### config.mk
export PLATFORM = sky130hd
export DESIGN_NAME = rads_cell
export DESIGN_NICKNAME = d
export VERILOG_FILES = /design/src/hw/rtl/rads_pkg.sv /design/src/hw/rtl/rads_cell.sv
export SDC_FILE = /design/constraint.sdc
export NUM_CORES = 1
export LEC_CHECK = 0
export ABC_AREA = 1
export BUFFER_PORTS_ARGS = -buffer_cell sky130_fd_sc_hd__buf_2
export CAP_MARGIN = 20
export CORE_AREA = 2 2 85 87
export CTS_BUF_LIST = sky130_fd_sc_hd__clkbuf_8
export DETAILED_ROUTE_END_ITERATION = 8
export DIE_AREA = 0 0 87 89
export PLACE_DENSITY = 0.92
export SLEW_MARGIN = 10
export SYNTH_ARGS = -nofsm -noshare
export SYNTH_HDL_FRONTEND = slang
export SYNTH_SLANG_ARGS = --single-unit
### constraint.sdc
create_clock -name clock -period 2.8 [get_ports clock]
set_input_delay 0.28 -clock clock [delete_from_list [all_inputs] [get_ports clock]]
set_output_delay 0.28 -clock clock [all_outputs]
set_load 0.01 [all_outputs]
### src/hw/rtl/rads_pkg.sv
// Shared types and constants for the return-address stack depth tracker.
// No dependencies; every other file in hw/rtl imports this package.
package rads_pkg;

   localparam int STACK_ENTRIES = 64;
   localparam int IDX_W         = (STACK_ENTRIES > 1) ? $clog2(STACK_ENTRIES) : 1;
   localparam int CNT_W         = $clog2(STACK_ENTRIES + 1);
   localparam int ADDR_W        = 64;
   localparam int DEPTH_W       = 32;
   localparam int CMD_W         = 2;

   typedef enum logic [CMD_W-1:0] {
      CMD_PUSH     = 2'd0,
      CMD_POP      = 2'd1,
      CMD_POP_LOST = 2'd2,
      CMD_DUMP     = 2'd3
   } cmd_type;

   // Chain movement, broadcast to every cell
   typedef enum logic [1:0] {
      SHIFT_HOLD,
      SHIFT_DOWN,
      SHIFT_UP
   } shift_type;

   typedef enum logic [1:0] {
      ST_IDLE,
      ST_UPDATE,
      ST_DUMP
   } state_type;

   // Stack events for the depth tracker
   typedef struct packed {
      logic push;   // push with room
      logic pop;    // pop of either kind
      logic lost;   // pop with lost trace
   } stack_evt_type;

endpackage

### src/hw/rtl/rads_cell.sv
// One stack cell: holds a single return address and shifts to a neighbour.
// Depends on rads_pkg.
module rads_cell import rads_pkg::*; (
   input  logic              clock,
   input  shift_type         shift_op,
   input  logic [ADDR_W-1:0] from_lower,
   input  logic [ADDR_W-1:0] from_upper,
   output logic [ADDR_W-1:0] entry_q
);

   logic [ADDR_W-1:0] entry_ff, entry_in;

   always_comb begin
      case (shift_op)
         SHIFT_DOWN: entry_in = from_lower;
         SHIFT_UP:   entry_in = from_upper;
         default:    entry_in = entry_ff;
      endcase
   end

   always_ff @(posedge clock) begin
      entry_ff <= entry_in;
   end

   assign entry_q = entry_ff;

endmodule

Word level (Yosys, flattened, before mapping)
Cells that the tools add are included.

cells by class
  equal/unequal tests = 2
  muxes and demuxes = 1
  reduce and logical (&&, ||, !) cells = 1

operators by type and width
  kind                                                                    count
  64-bit one-hot mux with 2 select lines                                  1
  2-bit by 1-bit equality test with 1-bit output (second input constant)  1
  2-bit equality test (second input constant)                             1
  2-bit nonzero test                                                      1

word-level totals
  flip-flop bits (word level) = 64
  input port bits = 131
  output and inout port bits = 64

Depth between registers and ports, before layout
Gate-level depths: netlist of run 1.

  depth in word-level cells = 2
  mapped depth = 6
  gate-level depth less buffers = 5

Least setup slack after synthesis of run 1
OpenSTA, ideal clock, no wires.

  path type = in2reg
  start point = input shift_op[0]
  end point = register entry_ff[0], in the netlist entry_q[0], enable pin
  arrival = 1.835 ns
  required time = 2.382 ns
  path slack = 0.547 ns
  stages = 3
  path buffers = 0
  cells stage by stage = inv_1 -> ha_1 -> inv_1

on the way
  longest elaborated chain between the ends = 2
  elaborated cells between the ends (all ways) = 3

ends and longest elaborated chain
  what                                                                                   line             source
  start: declaration                                                                     rads_cell.sv:5   input shift_type shift_op,
  2-bit equality test or 2-bit by 1-bit equality test with 1-bit output (tied branches)  rads_cell.sv:14  case (shift_op)
  2-bit nonzero test (no source line) (*)                                                n/a
  end signal: assignment                                                                 rads_cell.sv:22  entry_ff <= entry_in;
  end: declaration                                                                       rads_cell.sv:11  logic [ADDR_W-1:0] entry_ff, entry_in;

Mark *: on every way between the ends. The rest lies on a longest branch, timed or not.
A chain may end at the register's enable or synchronous reset.

Worst setup path in the final report of run 1
  start point = input shift_op[0]
  end point = register entry_ff[23], in the netlist entry_q[23], enable pin

Same word-level chain as after synthesis.

==> impl_metrics.yaml, run 1 <==
die:
  rows: 30
  initial_utilization: 0.415
  fp.dieArea_um2: 7740
  die_y_um: 89
  core-area_um2: 6720
  ios: 195
  die_w_um: 87
critical_path:
  cpPeakStageDelay_ns: 0.41
  critPathMaxFanout: 27
  path_cells: "buf_2 -> inv_1 -> ha_2 -> inv_2 -> buf_4"
  critical-path-slowest-cell: "buf_4"
  crit_type: "primary input to register"
  critPathArrivalTime_ns: 1.43
  worstPathRequired_ns: 2.79
  start_kind: "primary input"
  cp-end-kind: "register"
synth:
  syn_inst: 273
  synth_cell_types: 8
  yosys_warnings: 0
  syn_area_um2: 2790
  syn_nets: 405
  ys_ff_latch: 64
  synth_top_area_share: 0.690
  avgSynthCellArea_um2: 10.2
  synthTopCellsByArea: "edfxtp_1 69%, nand2_1 26%, clkbuf_8 3.0%"
  synth_seq_area_share: 0.690
  synth_top_cell_by_area: "edfxtp_1"
finish:
  register_area_um2: 1920
  n_fill_cell: 576
  final_common_cell: "buf_2"
  final_cells: 554
  largest_reg_flops: 64
  final_cell_mix: "194 x buf_2, 192 x nand2_1, 64 x edfxtp_1, 9 x clkbuf_8"
  drive_gt1_frac: 0.457
  fin_nets: 600
  multi_input_area_um2: 736
  area.growth.synth_to_final_pct: 43.9
pwr:
  powerDensity_nw_per_um2: 661
  cellLeakagePower_nw: 2.10
  vdd_ir_drop_max_mv: 0.367
cts:
  cts_setup_buffers: 0
  holdBufCountCts: 0
  cts_buffers: 9
  clkSlewWorstSetupHoldPaths_ns: 0.08
  cts_htree_levels: 3
  clockBufferDepth: 2
  clock-sinks: 64
  clockRootBuffer: "clkbuf_8"
  cts_resized: 0
  cts_tree: "yes"
min_path:
  hp-class: "primary input to register"
route:
  drc: 0
  wl_um: 6900
  viasPerCell: 4.46
  wl_met3_um: 800
  wl_per_cell_um: 12.5
  top_layer: "met4"
  drt-pass1-iter-count: 4
  ant_nets: 0
  drtIter0Drc: 98
  met1_length_um: 2610
  num_vias: 2470
  routed-wl-met2_um: 3400
timing:
  relSlewSlack: 0.334
  maxSlewViolCount: 0
  min_period_ns: 1.43
  fin_crit_sh: 0.511
  setup-violations-final: 0
  rsz0062_at_grt: "false"
  fin_tns_setup_ns: 0
  hold_viol: 0
  worst_slew_pin_slew_ns: 0.997
  fmax_mhz: 699
grt:
  grt_pass1_wl_um: 10300
  grt_pass1_vias: 2258
  grt_max_degree: 65
  grt.total_usage: 0.175
  grt_remaining_overflow: 0
  grt_antenna_before_repair: 1
placed_design:
  dpl.cell_count: 537
  portBuffers: 194
  gp_congestion: 0.715
  dp_hpwl_um: 5140
flow_run:
  maxCapViolations: 0
outcome:
  status: "complete, no violations"
[cell usage after synthesis, drive strengths merged]
master,instances
clkbuf,6
inv,3
ha,1
buf,7
nand2,192
edfxtp,64
[power by group]
group / switching (mW) / total (mW) / internal [mW]
combinational: 0.256 / 0.445 / 0.189
clock: 0.359 / 0.951 / 0.592
sequential: 0.0313 / 1.25 / 1.22
total: 0.647 / 2.65 / 2.00
[path summary, 6_finish.rpt]
| path | end | startpoint | cells past startpoint |
|---|---|---|---|
| max | entry_q[23] | shift_op[0] | 5 |
| min | entry_q[41] | from_lower[41] | 3 |
[per-stage QoR]
stage	instance area [um2]	utilization	setup WS (ns)	hold slack, ns	power, mW
floorplan	2790	-	0.547	0.459	1.48
global placement	3760	0.560	1.07	0.545	1.71
detailed placement	3760	0.560	1.00	0.547	1.73
CTS	4010	0.596	1.36	0.193	2.68
global route	4010	0.596	1.30	0.194	2.78
finish	4010	0.597	1.37	0.207	2.65
[cell type report]
class	count	area share
clock buffer	9	0.0309
multi-input combinational	193	0.184
sequential	64	0.479
timing repair buffer	197	0.248
clock inverter	7	0.0300
inverter	3	0.00281
tap	80	0.0250
antenna	1	0.000624
[cells by family (layout without fill, tap and decap cells)]
family	after synthesis	count (layout)	share of synthesized area
flops	64	64	0.690
simple gates	192	192	0.259
buf+inv	16	216	0.0472
fa+ha+maj	1	1	0.00449
other cells	0	1	0
[critical path, delay by kind of cell]
family                   cells  cell delay [ns]
adder cells (fa/ha/maj)      1             0.26
buffers and inverters        4             0.87
[metal layers]
metal	track usage	vias up
met5	0	-
li1	-	1264
met1	0.181	1070
met3	0.0905	9
met4	0.0625	0
met2	0.305	127
Note: power is estimated with default switching activity, not from simulation.
==> run 2, diff against run 1 <==
==> constraint.sdc (replaced) <==
create_clock -name clock -period 1.4 [get_ports clock]
set_input_delay 0.14 -clock clock [delete_from_list [all_inputs] [get_ports clock]]
set_output_delay 0.14 -clock clock [all_outputs]
set_load 0.01 [all_outputs]
==> impl_metrics.yaml, run 2 (same netlist as run 1, synthesis figures left out) <==
timing:
  rsz0062_at_grt: "false"
  fmax_mhz: 995
  worst_slew_pin_slew_ns: 0.332
  relSlewSlack: 0.779
  maxSlewViolCount: 0
  min_period_ns: 1.01
  fin_crit_sh: 0.718
  hold_viol: 0
  fin_tns_setup_ns: 0
  setup-violations-final: 0
cts:
  clock-sinks: 64
  cts_tree: "yes"
  cts_resized: 0
  holdBufCountCts: 0
  clockRootBuffer: "clkbuf_8"
  clockBufferDepth: 2
  clkSlewWorstSetupHoldPaths_ns: 0.07
  cts_htree_levels: 3
  cts_setup_buffers: 0
  cts_buffers: 9
critical_path:
  worstPathRequired_ns: 1.26
  critical-path-slowest-cell: "edfxtp_1"
  crit_type: "register to output pin"
  critPathTopFamily: "flip-flops"
  path_cells: "buf_2"
  critPathArrivalTime_ns: 0.87
  critPathBufInv: 1
  cpPeakStageDelay_ns: 0.39
  critPathMaxFanout: 1
  start_kind: "register"
  cp-end-kind: "output pin"
die:
  ios: 195
  rows: 30
  initial_utilization: 0.415
  fp.dieArea_um2: 7740
  core-area_um2: 6720
  die_y_um: 89
  die_w_um: 87
route:
  drc: 0
  drtIter0Drc: 103
  drt-pass1-iter-count: 4
  viasPerCell: 4.59
  wl_per_cell_um: 12.6
  num_vias: 2534
  ant_nets: 0
  wl_um: 6960
min_path:
  hp-class: "primary input to register"
finish:
  largest_reg_flops: 64
  final_common_cell: "buf_2"
  fin_util: 0.595
  fin_nets: 600
  area.growth.synth_to_final_pct: 43.5
  drive_gt1_frac: 0.453
  final_cell_mix: "194 x buf_2, 192 x nand2_1, 64 x edfxtp_1, 9 x clkbuf_8"
  antenna_cells: 0
placed_design:
  portBuffers: 194
  dp_hpwl_um: 5160
  gp_congestion: 0.738
pwr:
  vdd_ir_drop_max_mv: 0.827
  powerDensity_nw_per_um2: 1220
  total_power_mw: 4.86
  cellLeakagePower_nw: 2.09
flow_run:
  maxCapViolations: 0
grt:
  grt_pass1_wl_um: 10300
  grt_max_degree: 65
  grt_antenna_before_repair: 0
  grt_remaining_overflow: 0
  grt_pass1_vias: 2420
  grt.total_usage: 0.176
outcome:
  status: "complete, no violations"
[run 2: cell count changes in the layout (fill, tap and decap cells not counted), sizes merged]
| cell | previous run | this run |
|---|---|---|
| clkinv | 3 | 4 |
| diode | 1 | 0 |
| bufinv | 3 | 1 |
[run 2: path summary, 6_finish.rpt]
kind / start / endpoint / depth (start not counted)
max: entry_q[31] / entry_q[31] / 1
min: from_lower[11] / entry_q[11] / 3
[run 2: layout make-up]
type	count	area, um2
Clock inverter	6	52.6
Timing Repair Buffer	197	1030
Clock buffer	9	124
Tap cell	80	100
Multi-Input combinational cell	193	746
Fill cell	570	2720
Inverter	3	22.5
Sequential cell	64	1920
[run 2: where the power goes]
part / total (mW) / switching [mW] / internal (mW)
clock network: 1.44 / 0.647 / 0.790
logic: 0.913 / 0.518 / 0.395
registers: 2.51 / 0.0679 / 2.44
total: 4.86 / 1.23 / 3.63
[run 2: per-layer routing]
metal	wire length [um]	up-vias	GRT usage
met3	618	9	0.0711
li1	-	1261	-
met2	3700	133	0.329
met5	0	-	0
met4	76	0	0.0653
met1	2560	1131	0.175
[run 2: stage by stage]
step                      instances  hold WS [ns]  instance area [um2]  worst slack, ns
final                           552        0.0723                 4000            0.395
after global routing            552        0.0544                 4000            0.345
after CTS                       552        0.0542                 4000            0.361
after detailed placement        537         0.410                 3820            0.141
after global placement          537         0.404                 3820            0.168
after floorplan                 273         0.319                 2810           -0.304
[run 2: worst min-delay path, delay by kind of cell]
family / cells / cell delay, ns
simple gates: 2 / 0.08
buf+inv: 1 / 0.07
