<file path="src/hw/rtl/rads_pkg.sv">
// Shared types and constants for the return-address stack depth tracker.
// No dependencies; every other file in hw/rtl imports this package.
package rads_pkg;

   localparam int STACK_ENTRIES = 64;
   localparam int IDX_W         = (STACK_ENTRIES > 1) ? $clog2(STACK_ENTRIES) : 1;
   localparam int CNT_W         = $clog2(STACK_ENTRIES + 1);
   localparam int ADDR_W        = 64;
   localparam int DEPTH_W       = 32;
   localparam int CMD_W         = 2;

   typedef enum logic [CMD_W-1:0] {
      CMD_PUSH     = 2'd0,
      CMD_POP      = 2'd1,
      CMD_POP_LOST = 2'd2,
      CMD_DUMP     = 2'd3
   } cmd_type;

   // Chain movement, broadcast to every cell
   typedef enum logic [1:0] {
      SHIFT_HOLD,
      SHIFT_DOWN,
      SHIFT_UP
   } shift_type;

   typedef enum logic [1:0] {
      ST_IDLE,
      ST_UPDATE,
      ST_DUMP
   } state_type;

   // Stack events for the depth tracker
   typedef struct packed {
      logic push;   // push with room
      logic pop;    // pop of either kind
      logic lost;   // pop with lost trace
   } stack_evt_type;

endpackage

</file>
<file path="src/hw/rtl/rads_depth.sv">
// Entry count, underflow offset, logical depth, peak, low-water and span.
// Depends on rads_pkg.
module rads_depth import rads_pkg::*; (
   input  logic                      clock,
   input  logic                      reset,
   input  stack_evt_type             evt,
   output logic [CNT_W-1:0]          count,
   output logic signed [DEPTH_W-1:0] depth,
   output logic [DEPTH_W-1:0]        max_span
);

   logic [CNT_W-1:0]          count_ff, count_in;
   logic signed [DEPTH_W-1:0] offset_ff, offset_in;
   logic signed [DEPTH_W-1:0] depth_ff, depth_in;
   logic signed [DEPTH_W-1:0] low_ff, low_in;
   logic signed [DEPTH_W-1:0] peak_ff, peak_in;
   logic [DEPTH_W-1:0]        span_ff, span_in;

   logic signed [DEPTH_W-1:0] depth_inc, depth_dec, offset_dec;
   logic [DEPTH_W-1:0]        span_cand;
   logic                      empty;

   assign empty      = (count_ff == '0);
   assign depth_inc  = depth_ff + DEPTH_W'(1);
   assign depth_dec  = depth_ff - DEPTH_W'(1);
   assign offset_dec = offset_ff - DEPTH_W'(1);

   always_comb begin
      count_in  = count_ff;
      offset_in = offset_ff;
      depth_in  = depth_ff;
      low_in    = low_ff;
      peak_in   = peak_ff;
      if (evt.push) begin
         count_in = count_ff + CNT_W'(1);
         depth_in = depth_inc;
         if (depth_inc > peak_ff) begin
            peak_in = depth_inc;
         end
      end else if (evt.pop) begin
         if (!empty) begin
            count_in = count_ff - CNT_W'(1);
            depth_in = depth_dec;
         end else if (!evt.lost) begin
            offset_in = offset_dec;
            depth_in  = depth_dec;
            if (offset_dec < low_ff) begin
               low_in = offset_dec;
            end
         end
      end
   end

   // peak >= 0 >= low, so the unsigned difference is the true span. Span only
   // grows when peak or low moves, so folding it in every cycle is equivalent.
   assign span_cand = $unsigned(peak_ff) - $unsigned(low_ff);
   assign span_in   = (span_cand > span_ff) ? span_cand : span_ff;

   always_ff @(posedge clock) begin
      if (reset) begin
         count_ff  <= '0;
         offset_ff <= '0;
         depth_ff  <= '0;
         low_ff    <= '0;
         peak_ff   <= '0;
         span_ff   <= '0;
      end else begin
         count_ff  <= count_in;
         offset_ff <= offset_in;
         depth_ff  <= depth_in;
         low_ff    <= low_in;
         peak_ff   <= peak_in;
         span_ff   <= span_in;
      end
   end

   assign count    = count_ff;
   assign depth    = depth_ff;
   assign max_span = span_in;

endmodule

</file>
<file path="config.mk">
export PLATFORM = sky130hd
export DESIGN_NAME = rads_depth
export DESIGN_NICKNAME = d
export VERILOG_FILES = /design/src/hw/rtl/rads_pkg.sv /design/src/hw/rtl/rads_depth.sv
export SDC_FILE = /design/constraint.sdc
export NUM_CORES = 1
export LEC_CHECK = 0
export BUFFER_PORTS_ARGS = -buffer_cell sky130_fd_sc_hd__buf_4
export CORE_ASPECT_RATIO = 1.2
export CORE_MARGIN = 2
export CORE_UTILIZATION = 62
export CTS_CLUSTER_SIZE = 12
export DETAILED_ROUTE_END_ITERATION = 12
export PLACE_DENSITY = 0.81
export RECOVER_POWER = 25
export SYNTH_ARGS = -nofsm -noshare
export SYNTH_HDL_FRONTEND = slang
export SYNTH_SLANG_ARGS = --single-unit
</file>
<file path="constraint.sdc">
create_clock -name clock -period 6 [get_ports clock]
set_input_delay 0.3 -clock clock [delete_from_list [all_inputs] [get_ports clock]]
set_output_delay 0.3 -clock clock [all_outputs]
set_load 0.05 [all_outputs]
</file>
======== After elaboration in Yosys (flattened, before gate mapping) ========
Cells that the tools add are included.
cells by class
  $lt $le $gt $ge ......................... 3
  muxes and demuxes ....................... 8
  reduce and logical (&&, ||, !) cells .... 7
  add/sub/neg operators ................... 6
  equality and inequality tests ........... 2
  bitwise gates (word level) .............. 2
operators with widths
  kind                     count
  $mux W32                 5
  $gt A32 B32 Y1           2
  $sub A32 B2 Y32 const B  2
  $add A32 B2 Y32 const B  1
  $lt A32 B32 Y1           1
  $sub A32 B32 Y32         1
  $mux W7                  3
  $add A7 B1 Y7 const B    1
  $logic_not A7 Y1         1
  $sub A7 B1 Y7 const B    1
  $reduce_and A2 Y1        3
  $reduce_and A5 Y1        1
  $reduce_and A4 Y1        1
  $ne A3 B3 Y1 const B     1
  $ne A2 B2 Y1 const B     1
  $not A1 Y1               2
  $reduce_bool A2 Y1       1
storage, ports and cells
  bits in registers ....................... 167
  bits of input ports ..................... 5
  word-level logic and storage cells ...... 34
  output and inout bits ................... 71

======== Logic depth before layout (Yosys ltp) ========
Gate-level depths: netlist of the first run.
  word-level depth ........................ 5
  mapped depth ............................ 22

======== Least setup slack after synthesis of the first run ========
Ideal clock, no wire load.
  kind .................................... register -> register
  start ................................... reg low_ff[9]
  end ..................................... reg span_ff[12]
  stages on the path, launching flop included .. 21
  path slack .............................. 779 ps
  setup time .............................. 65 ps
  clock period less this slack ............ 5221 ps
  arrival ................................. 5156 ps
  cells stage by stage .................... dfxtp_1 -> inv_1 -> ha_1 -> clkbuf_1 -> nand2_1 -> o21ai_0 -> a21oi_1 -> o311a_1 -> a211oi_1 -> o21ai_0 -> nand2_1 -> xor2_1 -> ha_1 -> nand4_1 -> nand4bb_1 -> o41ai_1 -> o22ai_1 -> a21o_1 -> clkbuf_1 -> o21ai_0 -> and2_1
on the way
  cells in the longest elaborated chain, start to end .. 3
RTL lines
  item                      RTL line          text
  start: declaration        rads_depth.sv:15  logic signed [DEPTH_W-1:0] low_ff, low_in;
  start signal: assignment  rads_depth.sv:71  low_ff <= low_in;
  $sub A32 B32 Y32 (*)      rads_depth.sv:56  assign span_cand = $unsigned(peak_ff) - $unsigned(low_ff);
  $gt A32 B32 Y1            rads_depth.sv:57  assign span_in = (span_cand > span_ff) ? span_cand : span_ff;
  $mux W32 (*)              rads_depth.sv:57
  net max_span[12]          rads_depth.sv:9   output logic [DEPTH_W-1:0] max_span
  end signal: assignment    rads_depth.sv:73  span_ff <= span_in;
  end: declaration          rads_depth.sv:17  logic [DEPTH_W-1:0] span_ff, span_in;
The timed path passes the listed nets; every way through them passes the cells marked *.
A chain may end at the register's enable or synchronous reset.

======== Worst setup path after layout of the first run ========
  start ................................... reg peak_ff[0]
  end ..................................... out max_span[17]
on the way
  cells in the longest elaborated chain, start to end .. 3
RTL lines
  item                      RTL line          text
  start: declaration        rads_depth.sv:16  logic signed [DEPTH_W-1:0] peak_ff, peak_in;
  start signal: assignment  rads_depth.sv:72  peak_ff <= peak_in;
  $sub A32 B32 Y32 (*)      rads_depth.sv:56
  $gt A32 B32 Y1            rads_depth.sv:57
  $mux W32 (*)              rads_depth.sv:57
  end: declaration          rads_depth.sv:9
Mark *: on every way between the ends. The rest lies on a longest branch, timed or not.

==> impl_results.md, run 1 <==
* GRT Util Overall at 28.5%
* Post-DP HPWL at ~22 mm
* N_diodes at 0
* Pin count of the biggest net entering global routing at between 80 and 90
* DR vias/cell at 5.99
* Max clock buf depth at 2
* Post-Syn Area at around 12,000 um^2
* CTS H-tree lvls at 4
* Outcome: finished, violations left
* Synth Instances at 1,603
* Async SR Flop Fraction at 0%
* Worst-case clock skew at 0.0124 ns
* Max Cap Viol at 1
* DR WL/cell at between 15 and 20 um
* Relative slew slack at -44.1%
* Fill count at 1,650
* # setup viols final at 0
* Crit path cell chain: inv_1 -> ha_1 -> inv_1 -> fa_1 -> a211oi_1 -> o21a_1 -> o311ai_0 -> a21o_1 -> a21oi_1 -> o21ai_0 -> xor2_1 -> ha_1 -> nand4_1 -> nand4bb_1 -> nor4_1 -> o22ai_1 -> a21o_2 -> buf_4 -> a31oi_1 -> inv_1 -> buf_4
* Hold WS at between 0.2 and 0.25 ns
* HP Start: evt[1]
* Initial core utilization at approximately 63%
* Vias in the first global route at between 10,000 and 15,000
* Global route overflow at 0
* Crit end category: output pin
* Warnings from Yosys at 0
* GPL Wtd Cong at 0.952
* Nets at 1,763
* Skew-Pair Late Insertion Delay at 0.44 ns
* Placed Cells at 1,864
* CTS tree: done
* Tightest Pin Transition at 2.16 ns
* R2R setup slack at 0.90 ns
* CP Max Fanout at 34
* Setup CP Type: reg2out
* Routed WL at around 30 mm
* Pre-antenna DRT Iters at 6
* CTS root buffer: clkbuf_16
* FMAX at 172 MHz
* Hold/Removal Path Class: in2reg
* Post-placement cell area at between 10,000 and 15,000 um^2
* Launch point of the worst path: peak_ff[0]
* Reg2reg start: peak_ff[0]
* Number of remaining DRC errors at 0
* Die X at 133 um
* Crit-path max cell delay at 0.42 ns
* Final setup TNS at 0 ns
* CP max-delay cell: fa_1
* DRT antenna net count at 0
* IO Count at 76
* Syn_nets at 1,744
* Ys flop type: dfxtp_1
* CTS Buf Count at 17
* Die Height at 158 um
* Via count at 11,400
* Count of different cell masters after synthesis at 69
* Required time of the critical path at 5.70 ns
* Final Hold Vio Count at 0
* Row count at 56
* CP arrival at approximately 5.5 ns
* Synthesis-stage register bit count at 167
* Setup bufs post-CTS at 0
* Mapped Avg Cell Area at ~7.7 um^2
* Final Cell Area at 13,400 um^2
* Worst setup SP type: flop
* 1st-iter DRT viols at 823
* Die Area at approximately 21,000 um^2
* Max-slew violation count at 52
* Layout cells sized above 1 at 7.77%
* Failing checks: max-capacitance violations, max-slew violations
* Tcrit/Tclk final at between 90% and 100%
* Post-synth EDFFs at 0
* First-pass GRT wire length at 49.6 mm
* Port bufs at 75
* Total core area at between 15,000 and 20,000 um^2
* Register area share after synthesis at 27.2%
* Layout area overhead at 8.97%
* Post-Layout Cell Count at 1,896
* Clock transition at path regs at 0.07 ns
* Minimum clock period at 5.81 ns
* CP dominant cell by count: inv_1
* Antenna violations before repair at 0
* Sink Count at 167
## cell type report
| type | instances | area, um^2 | share of cell area, % |
|---|---|---|---|
| Clock buffer | 17 | 425 | 3.17 |
| Clock inverter | 15 | 139 | 1.04 |
| Inverter | 126 | 473 | 3.53 |
| Multi-Input combinational cell | 1224 | 8180 | 61.1 |
| Sequential cell | 167 | 3340 | 24.9 |
| Tap cell | 261 | 327 | 2.44 |
| Timing Repair Buffer | 86 | 513 | 3.83 |
## state kept, by name (all words and copies together) (netlist names)
signal / flops
offset_ff: 32
peak_ff: 32
count: 7
depth: 32
low_ff: 32
span_ff: 32
## cell usage in the layout (no fill, tap or decap), types with 29 or more instances in the layout
| master | netlist | layout |
|---|---|---|
| a211oi_1 | 37 | 37 |
| a21o_1 | 31 | 30 |
| a21oi_1 | 120 | 119 |
| and2_1 | 29 | 29 |
| buf_4 | 0 | 42 |
| clkbuf_1 | 82 | 42 |
| dfxtp_1 | 167 | 167 |
| ha_1 | 134 | 134 |
| inv_1 | 125 | 125 |
| nand2_1 | 150 | 150 |
| nand3_1 | 47 | 47 |
| nand4_1 | 36 | 36 |
| nor2_1 | 168 | 168 |
| nor3_1 | 35 | 35 |
| o21ai_0 | 81 | 79 |
| xnor2_1 | 76 | 76 |
| xor2_1 | 52 | 52 |
## worst paths after layout
kind	end	cells after the start
max	max_span[17]	21
min	count[4]	4
max reg2reg	span_ff[15]	20
min reg2reg	low_ff[26]	2
## synthesized netlist by cell type, drive strengths merged, types with 29 or more instances
master / instances / area (um^2)
xor2: 52 / 455
clkbuf: 82 / 308
dfxtp: 167 / 3340
a211oi: 37 / 278
nor3: 36 / 191
ha: 134 / 1680
nand2: 151 / 569
inv: 126 / 473
and2: 29 / 181
a21o: 31 / 233
nand4: 36 / 225
a21oi: 120 / 601
o21ai: 82 / 410
nor2: 168 / 631
nand3: 47 / 235
xnor2: 76 / 666
## layer usage
metal	share of wire [%]	global-route usage, %	vias up
li1	-	-	5672
met1	45	35.1	5290
met2	48	50.5	334
met3	4.2	3.95	63
met4	2.9	11.4	0
met5	0	0	-
## worst max-delay path: cells and delay by family (launching register included)
kind                       cells  cell delay [ns]
DFF                            1             0.32
xor gates and xnor gates       1             0.19
and+or+nand+nor                3             0.76
AOI/OAI and AO/OA              9             2.14
buffers and inverters          5             0.74
adders and majority gates      3             0.93
## cell families after synthesis
logic type      after synthesis  synth area share [%]
fa+ha+maj                   136                  14.0
compound gates              371                  19.1
mux                          20                  1.78
buf+inv                     212                  6.54
flops                       167                  27.2
xor+xnor                    128                  9.11
simple gates                569                  22.4
## stage by stage
step	utilization (%)	setup slack, ns
final	68.8	0.195
after global routing	68.8	-0.0291
after CTS	69.6	0.180
after detailed placement	66.7	0.650
after global placement	66.7	0.850
after floorplan	-	0.779
## repair_timing
action | CTS | global route
hold buffers | 0 | 0
endpoints found under the setup margin | 0 | 19
resized for setup | 0 | 4
Power of run 1 is left out: the tool's default activity adds up to more than one toggle a clock period on the data nets, which glitch-free logic cannot reach.
==> run 2, diff against run 1 <==
Settings changed: ABC_AREA set to 1, CORE_UTILIZATION 62 to 63, PLACE_DENSITY 0.81 to 0.82, SKIP_CTS_REPAIR_TIMING set to 1.
==> run 2 against run 1 <==
The flow still finishes with violations (max-capacitance violations, max-slew violations). Worst hold slack better by 0.15 ns. Area after synthesis is 12% higher. Non-clock buffer count is 1 lower. Wire length is 25% higher. Die area is 9.9% higher. Via count is 24% higher. Worst setup slack better by 0.93 ns. Cell count is 32% higher. Critical path depth is 2 higher. Sequential share of layout area is 2.4 points lower. Count of clock-buffer cells in the layout is 1 higher.
==> impl_results.md, run 2 <==
* CP Max Fanout at 53 (+56%)
* Required time of the critical path at 5.70 ns (about the same)
* CP top delay family: simple AND/OR/NAND/NOR gates
* Max Cap Viol at 2 (+1)
* Hold/Removal Path Class: in2reg
* Commonest cells after routing, fill and taps aside: nand2_1 (459), inv_1 (344), nor2_1 (344)
* Syn_nets at 2,344 (+34%)
* CTS Buf Count at 17 (unchanged)
* Initial core utilization at 63.9% (+0.77 points)
* Pre-antenna DRT Iters at 5 (-1)
* First-pass GRT wire length at 62.7 mm (+26%)
* Sink Count at 167 (unchanged)
* DR vias/cell at 5.63 (-6.0%)
* Tightest Pin Transition at 3.90 ns (+1.74 ns)
* Leading area contributor after synthesis: dfxtp_1
* RSZ-0062 raised after global routing: false
* Count of different cell masters after synthesis at 40 (-42%)
* Antenna violations before repair at 0 (unchanged)
* Final setup TNS at 0 ns (unchanged)
* Mapped Avg Cell Area at 6.25 um^2 (-18%)
* Global route overflow at 0 (unchanged)
* GRT Util Overall at 32.4% (+3.9 points)
* Relative slew slack at -160% (-120 points)
* N_diodes at 0 (unchanged)
* Post-DP HPWL at 28.6 mm (+28%)
* Register area share after synthesis at 24.3% (-2.9 points)
* Row count at 59 (+5.4%)
* Nets at 2,365 (+34%)
* Setup CP Type: reg2out
* Outcome: finished, violations left
* Warnings from Yosys at 0 (unchanged)
* Port bufs at 75 (unchanged)
* Tcrit/Tclk final at 81.2% (-16 points)
* CTS H-tree lvls at 4 (unchanged)
* Total core area at 21,600 um^2 (+11%)
* Routed WL at 37.6 mm (+25%)
* Synth Instances at 2,203 (+37%)
* DRT antenna net count at 0 (unchanged)
* Crit path cell chain: inv_1 -> ha_1 -> nand2_1 -> o21ai_0 -> a21oi_1 -> nand2_1 -> nand2_1 -> nand2_1 -> nand2_1 -> nand2_1 -> inv_1 -> ha_1 -> nand2_1 -> nor2_1 -> nand4_1 -> nor4_1 -> nand2_1 -> nand2_2 -> buf_4 -> nand2_1 -> o21ai_0 -> inv_1 -> buf_4
* Via count at 14,100 (+24%)
* Crit end category: output pin
* Clock transition at path regs at 0.07 ns (about the same)
* Die Area at 23,100 um^2 (+9.9%)
* Number of remaining DRC errors at 0 (unchanged)
* Worst-case clock skew at 0.0118 ns (-0.000599 ns)
* Minimum clock period at 4.87 ns (-0.933 ns)
* 1st-iter DRT viols at 1,075 (+31%)
* CTS root buffer: clkbuf_16
* Sum of buffers and inverters on the critical path at 5 (unchanged)
* Layout cells sized above 1 at 5.19% (-2.6 points)
* DR WL/cell at 15.0 um (-5.7%)
* Synth area leaders: dfxtp_1 (24%), nand2_1 (13%), ha_1 (12%), nor2_1 (9.4%), inv_1 (9.3%)
* Layout area overhead at 7.74%
* Die Height at 166 um (+4.9%)
* # setup viols final at 0 (unchanged)
* Max-slew violation count at 141 (+170%)
* Crit-path max cell delay at 0.46 ns (+0.04 ns)
* CP dominant cell by count: nand2_1
* Ys flop type: dfxtp_1
* Pin count of the biggest net entering global routing at 90 (+8.4%)
* Async SR Flop Fraction at 0% (unchanged)
* Synthesis-stage register bit count at 167 (unchanged)
* IO Count at 76 (unchanged)
* Final Hold Vio Count at 0 (unchanged)
* CP max-delay cell: o21ai_0
* Worst setup SP type: flop
* Post-synth top cells: nand2_1 (459), nor2_1 (345), inv_1 (342)
* Skew-Pair Late Insertion Delay at 0.44 ns (about the same)
* Synth top area share at 24.3% (-2.9 points)
* CTS tree: done
* Max clock buf depth at 2 (unchanged)
* Vias in the first global route at 13,300 (+27%)
* Failing checks: max-capacitance violations, max-slew violations
* Commonest non-fill, non-tap cell in the layout: nand2_1
* Post-Syn Area at 13,800 um^2 (+12%)
* GPL Wtd Cong at 1.04 (+8.8%)
* Die X at 139 um (+4.8%)
* Post-synth EDFFs at 0 (unchanged)
* Most common cell in the netlist: nand2_1
* CP arrival at 4.57 ns (-0.94 ns)
* FMAX at 205 MHz (+19%)
## run 2: cell types whose count changed after synthesis, sizes merged, moves of 36 or more
cell	before	now
inv	126	350
buf	4	40
clkbuf	82	43
nand4	36	93
a21oi	120	160
o21ai	82	136
a211oi	37	0
nor2	168	361
xnor2	76	13
nand2	151	466
## run 2: cell type report
class                   instances  area [um^2]
inverters                     350         1310
clock buffers                  18          439
clock inverters                14          156
repair buffers                 85          480
flip-flops and latches        167         3340
multi-input cells            1603         8770
fillers                      1970         6710
well taps                     274          343
## run 2: path summary, 6_finish.rpt
check               start      endpoint  slack [ns]  cells past startpoint
max            low_ff[10]  max_span[12]        1.13                     23
min reg2reg    low_ff[21]    low_ff[21]        0.48                      2
max reg2reg  offset_ff[0]    low_ff[12]        1.71                     20
min                 reset     depth[14]        0.40                      2
## run 2: worst register-to-register path: cells and delay by family (launching register included)
kind	cells	cell delay, ns
xor+xnor	1	0.30
flops	1	0.38
fa+ha+maj	2	0.48
buf+inv	4	0.44
simple gates	11	2.35
compound gates	2	0.25
## run 2: metrics by stage
stage	hold WS (ns)	cells	instance area (um^2)	util, %	setup WS (ns)
after floorplan	0.455	2203	13800	-	2.30
after global placement	0.464	2479	14400	66.8	1.73
after detailed placement	0.474	2479	14400	66.8	1.66
after CTS	0.350	2511	15000	69.6	1.17
after global routing	0.416	2511	14800	68.9	0.700
final	0.396	2511	14800	68.9	1.13
## run 2: logic make-up after synthesis
kind of cell    after synthesis  synth area share, %
simple gates               1052                 33.0
buf+inv                     433                 12.2
compound gates              329                 12.6
flops                       167                 24.3
fa+ha+maj                   136                 12.5
xor+xnor                     86                 5.47
## run 2: layer usage
layer / track usage, % / vias to the layer above / wire, um
li1: - / 7118 / -
met3: 4.44 / 109 / 2240
met4: 15.5 / 0 / 1710
met2: 56.3 / 496 / 17900
met5: 0 / - / 0
met1: 39.5 / 6414 / 15800
Power of run 2 is left out for the same reason.
==> run 3, diff against run 2 <==
Settings changed: CORE_UTILIZATION 63 to 57, PLACE_DENSITY 0.82 to 0.78.
Clock period 6 ns to 4.29 ns, I/O delays scaled along.
==> run 3 against run 2 <==
The flow finishes with violations (max-capacitance violations, max-slew violations, negative setup slack). Register-to-register slack got worse by 1.4 ns. Flip-flop and latch count stayed put. Critical path depth rose by 4. Sequential share of layout area down 1.8 points. Via count rose by 3.1%. Cell count rose by 3.6%. Count of clock-buffer cells in the layout did not move. Clock skew about the same. Core utilization shrank 0.82 points. First-iteration DRC count up 3.9%. Cell area grew 9.2%. Global-route usage decreased by 1.8 points. Largest cell class unchanged.
==> impl_results.md, run 3 (synthesized netlist as in run 2, its figures left out) <==
* DR vias/cell at 5.61 (-0.44%)
* Port bufs at 75 (unchanged)
* DR WL/cell at 15.9 um (+6.5%)
* Pin count of the biggest net entering global routing at 67 (-26%)
* GPL Wtd Cong at 0.953 (-8.1%)
* Worst reg2reg path endpoint: low_ff[5]
* FMAX at between 200 and 250 MHz
* Required time of the critical path at 4.08 ns (-1.62 ns)
* R2R setup slack at 0.34 ns (-1.37 ns)
* HP Start: evt[2]
* Placed Cells at 2,543 (+2.6%)
* Skew-Pair Late Insertion Delay at 0.45 ns (about the same)
* Worst-case clock skew at 0.0121 ns (+0.000311 ns)
* Failing checks: max-capacitance violations, max-slew violations, negative setup slack
* CTS Buf Count at 17 (unchanged)
* CP arrival at 4.15 ns (-0.42 ns)
* First-pass GRT wire length at 63.8 mm (+1.8%)
* DRT antenna net count at 0 (unchanged)
* Worst-case reg-to-reg path depth at 20 (unchanged)
* Tcrit/Tclk final at 102%
* Outcome: finished, violations left
* GRT Util Overall at 30.6% (-1.8 points)
* # setup viols final at 19 (+19)
* Worst Setup Slack, final at -0.0780 ns (-1.21 ns)
* CTS root buffer: clkbuf_16
* Setup CP Type: reg2out
* Layout cells sized above 1 at 14.2% (+9.1 points)
* Max clock buf depth at 2 (unchanged)
* Antenna violations before repair at 0 (unchanged)
* Tightest Pin Transition at 2.70 ns (-1.20 ns)
* Initial core utilization at 57.8% (-6.1 points)
* Global route overflow at 0 (unchanged)
* Number of remaining DRC errors at 0 (unchanged)
* Die Area at 25,400 um^2 (+10%)
* Die Height at 174 um (+5.0%)
* Layout area overhead at 17.6%
* Commonest non-fill, non-tap cell in the layout: nand2_1
* Post-DP HPWL at 29.8 mm (+4.3%)
* Max-slew violation count at 67 (-52%)
* Row count at 62 (+5.1%)
* CTS H-tree lvls at 4 (unchanged)
* Vias in the first global route at 13,400 (+0.060%)
* 1st-iter DRT viols at 1,117 (+3.9%)
* IO Count at 76 (unchanged)
* Sink Count at 167 (unchanged)
* Post-Layout Cell Count at 2,601 (+3.6%)
* Hold path depth at 4 (+2)
* Routed WL at 41.5 mm (+10%)
* Hold/Removal Path Class: in2reg
* Clock transition at path regs at 0.07 ns (about the same)
* Minimum clock period at approximately 4.4 ns
* Max Cap Viol at 1 (-1)
* Pre-antenna DRT Iters at 6 (+1)
* Total core area at 23,800 um^2 (+10%)
* Commonest cells after routing, fill and taps aside: nand2_1 (428), nor2_1 (336), inv_1 (318)
* Via count at 14,600 (+3.1%)
* Nets at 2,410 (+1.9%)
* Die X at 146 um (+5.0%)
* CTS tree: done
* Relative slew slack at -80.0% (+80 points)
* Worst setup SP type: flop
* CP Max Fanout at 7 (-87%)
* Final Hold Vio Count at 0 (unchanged)
* RSZ-0062 raised after global routing: true
* Hold path endpoint: depth[5]
* Reg2reg start: offset_ff[0]
* N_diodes at 0 (unchanged)
* Crit end category: output pin
## run 3: changes by cell type in the layout (fill, tap and decap cells not counted), moves of 30 or more
cell,change
o21ai_0,-35
buf_6,+33
ha_1,-32
ha_4,+32
nand2_1,-31
nand2_2,+30
## run 3: worst max-delay path by stage
stage | from | to | slack, ns | depth (start not counted)
finish | low_ff[0] | max_span[22] | -0.08 | 27
global route | low_ff[9] | max_span[22] | -0.30 | 23
CTS | low_ff[8] | max_span[24] | -0.24 | 24
detailed placement | low_ff[8] | max_span[25] | 0.26 | 24
global placement | low_ff[6] | max_span[30] | 0.34 | 26
floorplan | peak_ff[0] | max_span[23] | 0.67 | 28
## run 3: critical path, stage by stage (launching register included)
cell and delay (ns):
dfxtp_2 0.37, ha_4 0.14, inv_2 0.05, fa_2 0.41
nand2_1 0.09, nand2_1 0.07, o21ai_2 0.10, inv_1 0.08
nand2_1 0.07, nand2_2 0.06, nand2_2 0.06, nand2_2 0.06
nand2_2 0.08, nand3_2 0.08, nand2_2 0.10, inv_2 0.05
ha_4 0.26, nand2_2 0.04, nor2_2 0.13, nand4_1 0.17
nor4_2 0.27, nand2_1 0.18, nand2_8 0.16, clkinvlp_4 0.19
nand2_1 0.10, nand2_1 0.09, inv_1 0.08, buf_6 0.15
## run 3: final cells by class
type | count | area (um^2)
Clock buffer | 18 | 439
Clock inverter | 13 | 145
Fill cell | 2112 | 7610
Inverter | 350 | 1320
Multi-Input combinational cell | 1603 | 9540
Sequential cell | 167 | 3350
Tap cell | 320 | 400
Timing Repair Buffer | 129 | 996
Timing Repair inverter | 1 | 7.51
## run 3: through the flow
| step | cell area, um^2 | util [%] | hold WS [ns] | setup TNS, ns | setup slack, ns |
|---|---|---|---|---|---|
| after global routing | 16200 | 68.0 | 0.319 | -7.44 | -0.299 |
| after CTS | 15200 | 63.9 | 0.272 | -6.91 | -0.241 |
| after global placement | 14600 | 61.4 | 0.463 | 0 | 0.338 |
| after floorplan | 13800 | - | 0.455 | 0 | 0.671 |
| final | 16200 | 68.0 | 0.291 | -0.354 | -0.0780 |
| after detailed placement | 14600 | 61.4 | 0.472 | 0 | 0.257 |
## run 3: per-layer routing
layer  global-route usage, %  wire length (um)  part of all wire [%]  vias up
met3                    4.17              2240                   5.4      125
met2                    54.2             20400                    49      517
met4                    14.6              1800                   4.3        0
met5                       0                 0                     0        -
met1                    36.3             17000                    41     6743
li1                        -                 -                     -     7195
Power of run 3 is left out for the same reason.
